File: src/hdl/ifmt_pkg.sv
// ----------------------------------------------------------------------------
// ifmt_pkg: shared definitions for the integer field formatter
// Conversion codes, flag positions, counter widths, the controller/datapath
// command and status structures and the digit-to-ASCII mapping.
// ----------------------------------------------------------------------------
package ifmt_pkg;

  localparam int MAX_WIDTH_DEF = 32;
  localparam int MAX_PREC_DEF  = 32;
  localparam int DIGIT_SLOTS   = 16;

  // Counts of characters in one conversion; holds up to 2*63 + 1.
  localparam int CNT_W = 7;
  localparam int ND_W  = $clog2(DIGIT_SLOTS + 1);

  localparam int IN_TDATA_W  = 40;
  localparam int OUT_TDATA_W = 16;

  // Conversion codes
  localparam logic [2:0] ACT_D   = 3'd0;
  localparam logic [2:0] ACT_U   = 3'd1;
  localparam logic [2:0] ACT_LX  = 3'd2;
  localparam logic [2:0] ACT_UX  = 3'd3;
  localparam logic [2:0] ACT_B   = 3'd4;
  localparam logic [2:0] ACT_P   = 3'd5;
  localparam logic [2:0] ACT_C   = 3'd6;
  localparam logic [2:0] ACT_PCT = 3'd7;

  // Flag bit positions
  localparam int FLG_SPACE = 0;
  localparam int FLG_PLUS  = 1;
  localparam int FLG_MINUS = 2;
  localparam int FLG_ZERO  = 3;

  localparam logic [7:0] CH_SPACE   = 8'h20;
  localparam logic [7:0] CH_PLUS    = 8'h2B;
  localparam logic [7:0] CH_MINUS   = 8'h2D;
  localparam logic [7:0] CH_ZERO    = 8'h30;
  localparam logic [7:0] CH_PERCENT = 8'h25;
  localparam logic [7:0] LOWER_BIT  = 8'h20;

  // Multiply-and-shift reciprocal for division by ten of a 16-bit value.
  localparam logic [15:0] RECIP10   = 16'd52429;
  localparam int          RECIP10_S = 19;

  typedef struct packed {
    logic load;
    logic step;
    logic plan_a;
    logic plan_b;
    logic emit;
  } ifmt_cmd_t;

  typedef struct packed {
    logic conv_done;
    logic emit_last;
    logic out_free;
  } ifmt_sts_t;

  function automatic logic [7:0] digit_char(input logic [3:0] d, input logic lower);
    logic [7:0] c;
    case (d)
      4'd0:    c = 8'h30;
      4'd1:    c = 8'h31;
      4'd2:    c = 8'h32;
      4'd3:    c = 8'h33;
      4'd4:    c = 8'h34;
      4'd5:    c = 8'h35;
      4'd6:    c = 8'h36;
      4'd7:    c = 8'h37;
      4'd8:    c = 8'h38;
      4'd9:    c = 8'h39;
      4'd10:   c = 8'h41;
      4'd11:   c = 8'h42;
      4'd12:   c = 8'h43;
      4'd13:   c = 8'h44;
      4'd14:   c = 8'h45;
      default: c = 8'h46;
    endcase
    if (lower) begin
      c = c | LOWER_BIT;
    end
    return c;
  endfunction

endpackage

File: src/hdl/ifmt_ctrl.sv
// ----------------------------------------------------------------------------
// ifmt_ctrl: sequencing controller
// Walks one request through load, digit extraction, two layout steps and
// character emission, issuing commands to the datapath.
// ----------------------------------------------------------------------------
module ifmt_ctrl (
  input  logic              clk,
  input  logic              rst_n,
  input  logic              in_tvalid,
  output logic              in_tready,
  output ifmt_pkg::ifmt_cmd_t cmd,
  input  ifmt_pkg::ifmt_sts_t sts
);

  typedef enum logic [4:0] {
    ST_IDLE   = 5'b00001,
    ST_CONV   = 5'b00010,
    ST_PLAN_A = 5'b00100,
    ST_PLAN_B = 5'b01000,
    ST_EMIT   = 5'b10000
  } state_t;

  state_t state_r, state_nxt;

  assign in_tready = (state_r == ST_IDLE);

  always_comb begin
    cmd        = '0;
    cmd.load   = (state_r == ST_IDLE) && in_tvalid;
    cmd.step   = (state_r == ST_CONV) && !sts.conv_done;
    cmd.plan_a = (state_r == ST_PLAN_A);
    cmd.plan_b = (state_r == ST_PLAN_B);
    cmd.emit   = (state_r == ST_EMIT) && sts.out_free;
  end

  always_comb begin
    state_nxt = state_r;
    case (state_r)
      ST_IDLE: begin
        if (in_tvalid) begin
          state_nxt = ST_CONV;
        end
      end
      ST_CONV: begin
        if (sts.conv_done) begin
          state_nxt = ST_PLAN_A;
        end
      end
      ST_PLAN_A: state_nxt = ST_PLAN_B;
      ST_PLAN_B: state_nxt = ST_EMIT;
      ST_EMIT: begin
        if (sts.out_free && sts.emit_last) begin
          state_nxt = ST_IDLE;
        end
      end
      default: state_nxt = ST_IDLE;
    endcase
  end

  always_ff @(posedge clk) begin
    if (!rst_n) begin
      state_r <= ST_IDLE;
    end else begin
      state_r <= state_nxt;
    end
  end

endmodule

File: src/hdl/ifmt_dp.sv
// ----------------------------------------------------------------------------
// ifmt_dp: formatter datapath
// Holds the request, extracts one digit per step into a digit shift line,
// lays out the padding, sign, zero and digit segments, and drives the
// result register one character at a time.
// ----------------------------------------------------------------------------
module ifmt_dp #(
  parameter int MAX_WIDTH = ifmt_pkg::MAX_WIDTH_DEF,
  parameter int MAX_PREC  = ifmt_pkg::MAX_PREC_DEF
) (
  input  logic                                clk,
  input  logic                                rst_n,
  input  logic [ifmt_pkg::IN_TDATA_W-1:0]     in_tdata,
  input  ifmt_pkg::ifmt_cmd_t                 cmd,
  output ifmt_pkg::ifmt_sts_t                 sts,
  output logic                                out_tvalid,
  input  logic                                out_tready,
  output logic [ifmt_pkg::OUT_TDATA_W-1:0]    out_tdata,
  output logic                                out_tlast,
  output logic                                out_tuser
);

  localparam int CW = ifmt_pkg::CNT_W;
  localparam int NW = ifmt_pkg::ND_W;
  localparam int DS = ifmt_pkg::DIGIT_SLOTS;

  // Request fields
  logic [2:0]  in_action;
  logic [15:0] in_value;
  logic [3:0]  in_flags;
  logic [5:0]  in_width;
  logic        in_given;
  logic [5:0]  in_prec;

  assign in_action = in_tdata[2:0];
  assign in_value  = in_tdata[18:3];
  assign in_flags  = in_tdata[22:19];
  assign in_width  = in_tdata[28:23];
  assign in_given  = in_tdata[29];
  assign in_prec   = in_tdata[35:30];

  logic [2:0]  action_r;
  logic [15:0] mag_r;
  logic [3:0]  flags_r;
  logic [5:0]  width_r;
  logic        given_r;
  logic [5:0]  prec_r;
  logic [7:0]  chr_r;
  logic [7:0]  sign_chr_r;
  logic        has_sign_r;
  logic [NW-1:0] nd_r;
  logic [3:0]  dig_r [DS];

  logic [CW-1:0] left_r, zeros_r, right_r;
  logic [7:0]    pad_chr_r;
  logic [CW-1:0] b1_r, b2_r, b3_r, b4_r, n_r;
  logic [CW-1:0] k_r;

  logic          out_valid_r;
  logic [7:0]    out_chr_r;
  logic          out_has_r;
  logic          out_last_r;
  logic [5:0]    out_cnt_r;

  // ---------------- load ----------------
  logic [5:0]  ld_width, ld_prec;
  logic        ld_given;
  logic [15:0] ld_mag;
  logic [7:0]  ld_sign_chr;
  logic        ld_has_sign;

  always_comb begin
    ld_width    = (in_width > 6'(MAX_WIDTH)) ? 6'(MAX_WIDTH) : in_width;
    ld_prec     = (in_prec > 6'(MAX_PREC)) ? 6'(MAX_PREC) : in_prec;
    ld_given    = in_given;
    ld_mag      = in_value;
    ld_sign_chr = ifmt_pkg::CH_SPACE;
    ld_has_sign = 1'b0;
    if (in_action == ifmt_pkg::ACT_P) begin
      ld_width = 6'd4;
      ld_prec  = 6'd4;
      ld_given = 1'b1;
    end
    if (in_action == ifmt_pkg::ACT_D) begin
      if (in_value[15]) begin
        ld_mag      = (~in_value) + 16'd1;
        ld_sign_chr = ifmt_pkg::CH_MINUS;
        ld_has_sign = 1'b1;
      end else if (in_flags[ifmt_pkg::FLG_PLUS]) begin
        ld_sign_chr = ifmt_pkg::CH_PLUS;
        ld_has_sign = 1'b1;
      end else if (in_flags[ifmt_pkg::FLG_SPACE]) begin
        ld_sign_chr = ifmt_pkg::CH_SPACE;
        ld_has_sign = 1'b1;
      end
    end
  end

  // ---------------- digit step ----------------
  logic [31:0] q10_prod;
  logic [15:0] q10;
  logic [15:0] mag_nxt;
  logic [3:0]  dig_new;
  logic        numeric;

  assign numeric  = (action_r != ifmt_pkg::ACT_C) && (action_r != ifmt_pkg::ACT_PCT);
  assign q10_prod = mag_r * ifmt_pkg::RECIP10;
  assign q10      = 16'(q10_prod >> ifmt_pkg::RECIP10_S);

  always_comb begin
    case (action_r)
      ifmt_pkg::ACT_LX, ifmt_pkg::ACT_UX, ifmt_pkg::ACT_P: begin
        dig_new = mag_r[3:0];
        mag_nxt = mag_r >> 4;
      end
      ifmt_pkg::ACT_B: begin
        dig_new = {3'd0, mag_r[0]};
        mag_nxt = mag_r >> 1;
      end
      default: begin
        dig_new = 4'(mag_r - ((q10 << 3) + (q10 << 1)));
        mag_nxt = q10;
      end
    endcase
  end

  assign sts.conv_done = (mag_r == 16'd0) || (nd_r == NW'(DS)) || !numeric;

  // ---------------- layout, first step ----------------
  logic [CW-1:0] numw, len, padw, pa_left, pa_zeros, pa_right, rep;
  logic [7:0]    pa_pad;
  logic          zero_fill;

  always_comb begin
    numw = given_r ? CW'(prec_r) : CW'(1);
    if (numw < CW'(nd_r)) begin
      numw = CW'(nd_r);
    end
    len       = numw + CW'(has_sign_r);
    padw      = (CW'(width_r) > len) ? (CW'(width_r) - len) : '0;
    pa_left   = flags_r[ifmt_pkg::FLG_MINUS] ? '0 : padw;
    pa_right  = flags_r[ifmt_pkg::FLG_MINUS] ? padw : '0;
    pa_zeros  = numw - CW'(nd_r);
    zero_fill = flags_r[ifmt_pkg::FLG_ZERO] && !given_r;
    pa_pad    = ifmt_pkg::CH_SPACE;
    if (zero_fill) begin
      pa_zeros = pa_zeros + pa_left;
      pa_left  = '0;
    end
    rep = (given_r && (prec_r > 6'd1)) ? CW'(prec_r) : CW'(1);
    if (action_r == ifmt_pkg::ACT_C) begin
      pa_left  = '0;
      pa_zeros = '0;
      pa_right = rep;
      pa_pad   = chr_r;
    end else if (action_r == ifmt_pkg::ACT_PCT) begin
      pa_left  = '0;
      pa_zeros = '0;
      pa_right = CW'(1);
      pa_pad   = ifmt_pkg::CH_PERCENT;
    end
  end

  // ---------------- emission ----------------
  logic [7:0] em_chr;
  logic       em_digit;
  logic       em_empty;
  logic       em_last;

  assign em_empty = (n_r == '0);
  assign em_last  = em_empty || (k_r == (n_r - CW'(1)));
  assign em_digit = (k_r >= b3_r) && (k_r < b4_r);

  always_comb begin
    if (em_empty) begin
      em_chr = 8'h00;
    end else if (k_r < b1_r) begin
      em_chr = ifmt_pkg::CH_SPACE;
    end else if (k_r < b2_r) begin
      em_chr = sign_chr_r;
    end else if (k_r < b3_r) begin
      em_chr = ifmt_pkg::CH_ZERO;
    end else if (em_digit) begin
      em_chr = ifmt_pkg::digit_char(dig_r[DS-1], action_r == ifmt_pkg::ACT_LX);
    end else begin
      em_chr = pad_chr_r;
    end
  end

  assign sts.emit_last = em_last;
  assign sts.out_free  = !out_valid_r || out_tready;

  // ---------------- registers ----------------
  always_ff @(posedge clk) begin
    if (cmd.load) begin
      action_r   <= in_action;
      mag_r      <= ld_mag;
      flags_r    <= in_flags;
      width_r    <= ld_width;
      given_r    <= ld_given;
      prec_r     <= ld_prec;
      chr_r      <= in_value[7:0];
      sign_chr_r <= ld_sign_chr;
      has_sign_r <= ld_has_sign;
      nd_r       <= '0;
      k_r        <= '0;
    end
    if (cmd.step) begin
      mag_r <= mag_nxt;
      nd_r  <= nd_r + NW'(1);
    end
    if (cmd.plan_a) begin
      left_r    <= pa_left;
      zeros_r   <= pa_zeros;
      right_r   <= pa_right;
      pad_chr_r <= pa_pad;
    end
    if (cmd.plan_b) begin
      b1_r <= left_r;
      b2_r <= left_r + CW'(has_sign_r);
      b3_r <= left_r + CW'(has_sign_r) + zeros_r;
      b4_r <= left_r + CW'(has_sign_r) + zeros_r + CW'(nd_r);
      n_r  <= left_r + CW'(has_sign_r) + zeros_r + CW'(nd_r) + right_r;
    end
    if (cmd.emit) begin
      k_r        <= k_r + CW'(1);
      out_chr_r  <= em_chr;
      out_has_r  <= !em_empty;
      out_last_r <= em_last;
      out_cnt_r  <= em_last ? n_r[5:0] : 6'd0;
    end
  end

  // Digits enter at the top and move down during extraction; the most
  // significant digit ends at the top and leaves first during emission.
  always_ff @(posedge clk) begin
    if (cmd.step) begin
      dig_r[DS-1] <= dig_new;
      for (int i = 0; i < DS - 1; i++) begin
        dig_r[i] <= dig_r[i+1];
      end
    end else if (cmd.emit && em_digit) begin
      dig_r[0] <= 4'd0;
      for (int i = 1; i < DS; i++) begin
        dig_r[i] <= dig_r[i-1];
      end
    end
  end

  always_ff @(posedge clk) begin
    if (!rst_n) begin
      out_valid_r <= 1'b0;
    end else if (cmd.emit) begin
      out_valid_r <= 1'b1;
    end else if (out_tready) begin
      out_valid_r <= 1'b0;
    end
  end

  assign out_tvalid = out_valid_r;
  assign out_tdata  = {2'b00, out_cnt_r, out_chr_r};
  assign out_tlast  = out_last_r;
  assign out_tuser  = out_has_r;

endmodule

File: src/hdl/integer_field_formatter.sv
// ----------------------------------------------------------------------------
// integer_field_formatter: 16-bit integer conversion to ASCII characters
// One conversion request in, its characters out one per result.
// ----------------------------------------------------------------------------
// Usage:
//   A request arrives on the in_ stream and carries the conversion, the
//   value, the flags, the field width and the precision. The characters of
//   the conversion leave on the out_ stream, one per transfer, in order;
//   out_tlast marks the final one, which also carries the character count.
//   A conversion that produces no characters gives one transfer with
//   out_tuser low, a zero character and out_tlast high.
//   Timing: after acceptance the digit extractor produces one digit per
//   cycle (up to 16 for binary, 5 for decimal, 4 for hex) until the
//   extraction is seen to finish, the PLAN_A and PLAN_B steps lay out the
//   field, then one character leaves per cycle while the receiver keeps
//   up. The next request is taken while the last character still waits in
//   the result register.
//   A stalled receiver holds the current character and pauses emission.
//   After reset both streams are empty and in_tready is high.
// ----------------------------------------------------------------------------
module integer_field_formatter #(
  parameter int MAX_WIDTH = ifmt_pkg::MAX_WIDTH_DEF,
  parameter int MAX_PREC  = ifmt_pkg::MAX_PREC_DEF
) (
  input  logic                             clk,
  input  logic                             rst_n,
  input  logic                             in_tvalid,
  output logic                             in_tready,
  // action[2:0], value[18:3], format_flags[22:19], field_width[28:23],
  // precision_given[29], precision[35:30], zero fill above
  input  logic [ifmt_pkg::IN_TDATA_W-1:0]  in_tdata,
  output logic                             out_tvalid,
  input  logic                             out_tready,
  // out_char[7:0], char_count[13:8], zero fill above
  output logic [ifmt_pkg::OUT_TDATA_W-1:0] out_tdata,
  output logic                             out_tlast,
  // has_char[0]
  output logic                             out_tuser
);

  ifmt_pkg::ifmt_cmd_t cmd;
  ifmt_pkg::ifmt_sts_t sts;

  ifmt_ctrl u_ctrl (
    .clk       (clk),
    .rst_n     (rst_n),
    .in_tvalid (in_tvalid),
    .in_tready (in_tready),
    .cmd       (cmd),
    .sts       (sts)
  );

  ifmt_dp #(
    .MAX_WIDTH (MAX_WIDTH),
    .MAX_PREC  (MAX_PREC)
  ) u_dp (
    .clk        (clk),
    .rst_n      (rst_n),
    .in_tdata   (in_tdata),
    .cmd        (cmd),
    .sts        (sts),
    .out_tvalid (out_tvalid),
    .out_tready (out_tready),
    .out_tdata  (out_tdata),
    .out_tlast  (out_tlast),
    .out_tuser  (out_tuser)
  );

endmodule
File: config.mk
export PLATFORM = sky130hd
export DESIGN_NAME = integer_field_formatter
export DESIGN_NICKNAME = d
export VERILOG_FILES = /design/src/hdl/ifmt_pkg.sv /design/src/hdl/ifmt_ctrl.sv /design/src/hdl/ifmt_dp.sv /design/src/hdl/integer_field_formatter.sv
export SDC_FILE = /design/constraint.sdc
export NUM_CORES = 1
export LEC_CHECK = 0
export BUFFER_PORTS_ARGS = -buffer_cell sky130_fd_sc_hd__buf_2
export CORE_MARGIN = 2
export CORE_UTILIZATION = 45
export CTS_CLUSTER_SIZE = 14
export DETAILED_ROUTE_END_ITERATION = 8
export SLEW_MARGIN = 20
export SYNTH_ARGS = -nofsm -noshare
export SYNTH_HDL_FRONTEND = slang
export SYNTH_SLANG_ARGS = --single-unit
File: constraint.sdc
create_clock -name clk -period 20.7 [get_ports clk]
set_clock_uncertainty 0.2 [all_clocks]
set_input_delay 4.14 -clock clk [delete_from_list [all_inputs] [get_ports clk]]
set_output_delay 4.14 -clock clk [all_outputs]
set_load 0.05 [all_outputs]
* Yosys cells after proc, flatten, opt, wreduce, memory -nomap -nowiden *
Memories as Yosys holds them, arrays and structs flattened.
Cells that the tools add are included.

word-level totals
  output and inout port bits = 20
  logic and storage cells = 186
  bits in registers = 151
  ROM bits = 112
  input bits = 44
  memory bits (writable) = 64
  memories kept = 2

operators by class
  order comparisons = 10
  equal/unequal tests = 19
  $add $sub $neg = 14
  reductions and logical operators = 32
  multiply operators = 1
  bitwise logic cells = 18
  multiplexer cells = 60

memory list
  name              words  width  read ports  clocked after Yosys merged registers in  write ports  line            source
  (name not given)  16     7      1           0                                        0            ifmt_pkg.sv:62  case (d)
  u_dp.dig_r        16     4      16          0                                        16           ifmt_dp.sv:52   logic [3:0] dig_r [DS];

operator list
  cell                                                                   count
  4-bit two-way mux                                                      18
  16-bit two-way mux                                                     4
  7-bit two-way mux                                                      9
  6-bit two-way mux                                                      6
  16-bit by 16-bit multiplier with 32-bit output, second input constant  1
  8-bit two-way mux                                                      4
  15-bit one-hot mux with 2 select lines                                 1
  7-bit less-than comparator                                             4
  5-bit two-way mux                                                      5
  5-bit one-hot mux with 5 select lines                                  1
  7-bit adder                                                            3
  16-bit by 1-bit adder with 16-bit output, second input constant        1
  16-bit zero test                                                       1
  16-bit NOT                                                             1
  1-bit OR                                                               16
  3-bit equality test, second input constant                             5
  7-bit by 1-bit adder with 7-bit output                                 2
  6-bit greater-than comparator, second input constant                   2
  5-bit equality test, second input constant                             2
  1-bit two-way mux                                                      10
  2-bit OR reduction                                                     5
  1-bit logical AND                                                      9
  4-bit one-hot mux with 2 select lines                                  1
  7-bit by 1-bit adder with 7-bit output, second input constant          1
  29 further kinds                                                       42

* Depth between registers and ports, before layout *
  depth after elaboration = 9
  depth in mapped cells = 32
  gate-level depth less buffers = 29

* By module *
A second synthesis with hierarchy kept.

unflattened totals
  cells, all modules = 1498
  area, all modules = 16308.1 sq um

modules (own cells, without submodules)
  module     instances  sequential area each (sq um)  area each (sq um)  cells an instance
  ifmt_dp    1          6085.8                        16011.6            1464
  ifmt_ctrl  1          100.1                         296.5              34

* Worst setup path after synthesis *
No wires, ideal clock.

  kind = input to register
  start point = input out_tready
  end point = memory u_dp.dig_r[0][0], enable pin
  setup slack = 13.895 ns
  data required time = 20.106 ns
  stages = 7
  path buffers = 2
  arrival = 6.211 ns
  setup time = 0.394 ns
  cells stage by stage = nor2b_1 > nand2b_1 > clkbuf_1 > inv_1 > and2_1 > buf_4 > or2_2

RTL lines
  item         line                           source
  from (decl)  integer_field_formatter.sv:33  input logic out_tready,
  to (decl)    ifmt_dp.sv:52

==> flow_summary.toml <==
[run_status]
run_status = "finished, final reports clean"

[routing]
postRouteWirelength_mm = 35.9
dr.pass1.iters = 5
wl_per_cell_microns = 16.8
drc = 0
vias = 11100
vias_per_cell = 5.20
ant_nets = 0
drtIter0Drc = 558

[cts]
cts_tree = "built"
clock_path_buffers = 3
clock_latency_ps = 540
path_clk_slew_ps = 60
hold_buffers = 0
cts.htree.levels = 1
cts_sinks = 208
tritoncts.num_buffers = 24
clockRootBuffer = "clkbuf_16"
cts_resized = 0
cts_setup_buffers = 0

[die]
die_h_microns = 195
start_util_pct = 45.9
core_sq_mm = 0.0357
dieArea_sq_mm = 0.0380
ios = 64
fp.dieW_microns = 195
rows = 69

[global_route]
overflow = 0
first_global_vias = 11200
track_usage_pct = 19.3
grt_pass1_wl_mm = 58.6
grt_max_degree = 74
antenna_found_initial = 0

[place]
hpwl_mm = 28.4
place_area_sq_mm = 0.0172
io_buffers = 57
gp_congestion = 0.851

[critical_path]
startpoint_type = "flop"
path_cells = "inv_1 -> ha_1 -> inv_1 -> fa_1 -> inv_1 -> fa_1 -> fa_1 -> fa_1 -> inv_1 -> fa_1 -> inv_1 -> ha_1 -> and4_1 -> and4b_1 -> a211o_1 -> o21a_4 -> nor2_1 -> xnor2_1 -> ha_1 -> a211oi_2 -> xnor2_1 -> xnor2_1 -> a221oi_2 -> a21oi_1"
r2r_slack_ps = 13320
path_class = "reg2reg"
regToRegStartpoint = "u_dp.mag_r[6]"
slowest_delay_ps = 640
arrival_ps = 7440
reg2reg_depth = 24
critPathSlowestCell = "edfxtp_1"
cp-end-kind = "flop"
worst_r2r_endpoint = "u_dp.dig_r[7][7]"
critPathMaxFanout = 8
required_ps = 20760

[synth]
synth_seq_cells = 208
synthMostInstantiatedCell = "inv_1"
synth_top_area_share_pct = 36.9
netlist_area_sq_mm = 0.0164
syn_inst = 1591
synthFlopType = "edfxtp_1"
synth_top_area_cell = "edfxtp_1"
synthArstFlopShare_pct = 0
synth-edff-count = 202
yosysUniqueCellTypes = 82
seq_area_frac_synth_pct = 37.7
synth_common_cells = "274 x inv_1, 216 x ha_1, 202 x edfxtp_1, 194 x nand2_1, 86 x fa_1"
syn_avg_cell_area_sq_um = 10.3
synthTopCellsByArea = "edfxtp_1 37%, ha_1 16%, fa_1 10%"
yosys_warnings = 0

[finish]
fin_area_sq_mm = 0.0180
fin_nets = 1999
area.growth.synth_to_final_pct = 9.78
fill_cells = 3232
antenna_cells = 0
drive_gt1_share_pct = 8.56
regArea_sq_mm = 0.00619
multi_input_area_sq_mm = 0.00906

[sta]
fin_crit_sh_pct = 35.6
relSlewSlack_pct = 29.7
tightest_slew_ps = 1050
tns_ps = 0
fmax_mhz = 136
finalMaxSlewViolations = 0
grt_setup_unrepaired = "no"
fin_crit_ps = 7380
hold_viol_final = 0
setup_viol = 0

[worst_hold_path]
hold_start = "u_dp.left_r[0]"
hold_path_end = "u_dp.b1_r[0]"
hold_path_depth = 0
hold_class = "reg2reg"

[run]
drv_cap = 0
==> layer usage <==
metal  vias to the layer above  share of wire (%)  GRT usage [%]
li1                       5499                  -              -
met1                      5350                 45           26.0
met2                       196                 49           34.0
met3                        41                3.9           1.92
met4                         0                1.6           4.18
met5                         -                  0              0
==> registers in the layout (all words and copies together), names as in the netlist, 8 cells and up <==
signal,flops
u_dp.chr_r,8
u_dp.dig_r,64
u_dp.mag_r,16
u_dp.out_chr_r,8
u_dp.pad_chr_r,8
==> layout make-up <==
cell class / count / share of cell area [%]
sequential: 208 / 34.3
timing repair buffer: 71 / 2.17
clock inverter: 12 / 0.646
clock buffer: 32 / 3.67
tap: 461 / 3.20
multi-input combinational: 1072 / 50.3
inverter: 276 / 5.75
==> placed cells by master, fill, tap and decap left out, types with 13 or more instances in the layout <==
cell type,count
inv_1,274
ha_1,216
edfxtp_1,202
nand2_1,194
fa_1,86
nor2_1,81
a21oi_1,57
buf_2,57
xnor2_1,48
o21ai_0,46
xor2_1,34
and2_1,28
mux2i_1,26
a21o_1,25
clkbuf_16,24
nor2b_1,15
nor3_1,15
nand3_1,15
buf_4,14
mux2_2,13
==> worst max-delay path, delay by kind of cell (launching register included) <==
family	cells	cell delay (ps)
adders and majority gates	8	3650
AOI/OAI and AO/OA	5	1200
DFF	1	640
and+or+nand+nor	3	550
buffers and inverters	5	450
xor gates and xnor gates	3	430
==> cell families after synthesis <==
kind of cell               Yosys count  share of synthesized area [%]
AOI/OAI and AO/OA                  225                           9.16
DFF                                208                           37.7
other                                1                         0.0228
xor gates and xnor gates            82                           4.37
muxes                               39                           2.48
buffers and inverters              312                           7.30
and+or+nand+nor                    422                           12.0
adders and majority gates          302                           26.9
==> how the worst max path moves through the flow <==
stage / startpoint / endpoint / cells past startpoint
global route: u_dp.mag_r[6] / u_dp.dig_r[7][7] / 24
detailed placement: u_dp.mag_r[6] / u_dp.dig_r[7][7] / 24
CTS: u_dp.mag_r[6] / u_dp.dig_r[7][7] / 24
floorplan: out_tready / u_dp.dig_r[0][0] / 7
finish: u_dp.mag_r[6] / u_dp.dig_r[7][7] / 24
global placement: u_dp.mag_r[6] / u_dp.dig_r[7][7] / 24
==> metrics by stage <==
step / instances / hold WS, ps / util (%) / worst slack, ps
after CTS: 2132 / 269 / 50.4 / 13320
after global placement: 2088 / 254 / 48.3 / 13360
after detailed placement: 2088 / 255 / 48.3 / 13360
after global routing: 2132 / 283 / 50.4 / 12980
final: 2132 / 262 / 50.4 / 13320
after floorplan: 1592 / 233 / - / 13900
Power is left out: the tool's default activity adds up to more than one toggle a clock period on the data nets, which glitch-free logic cannot reach.
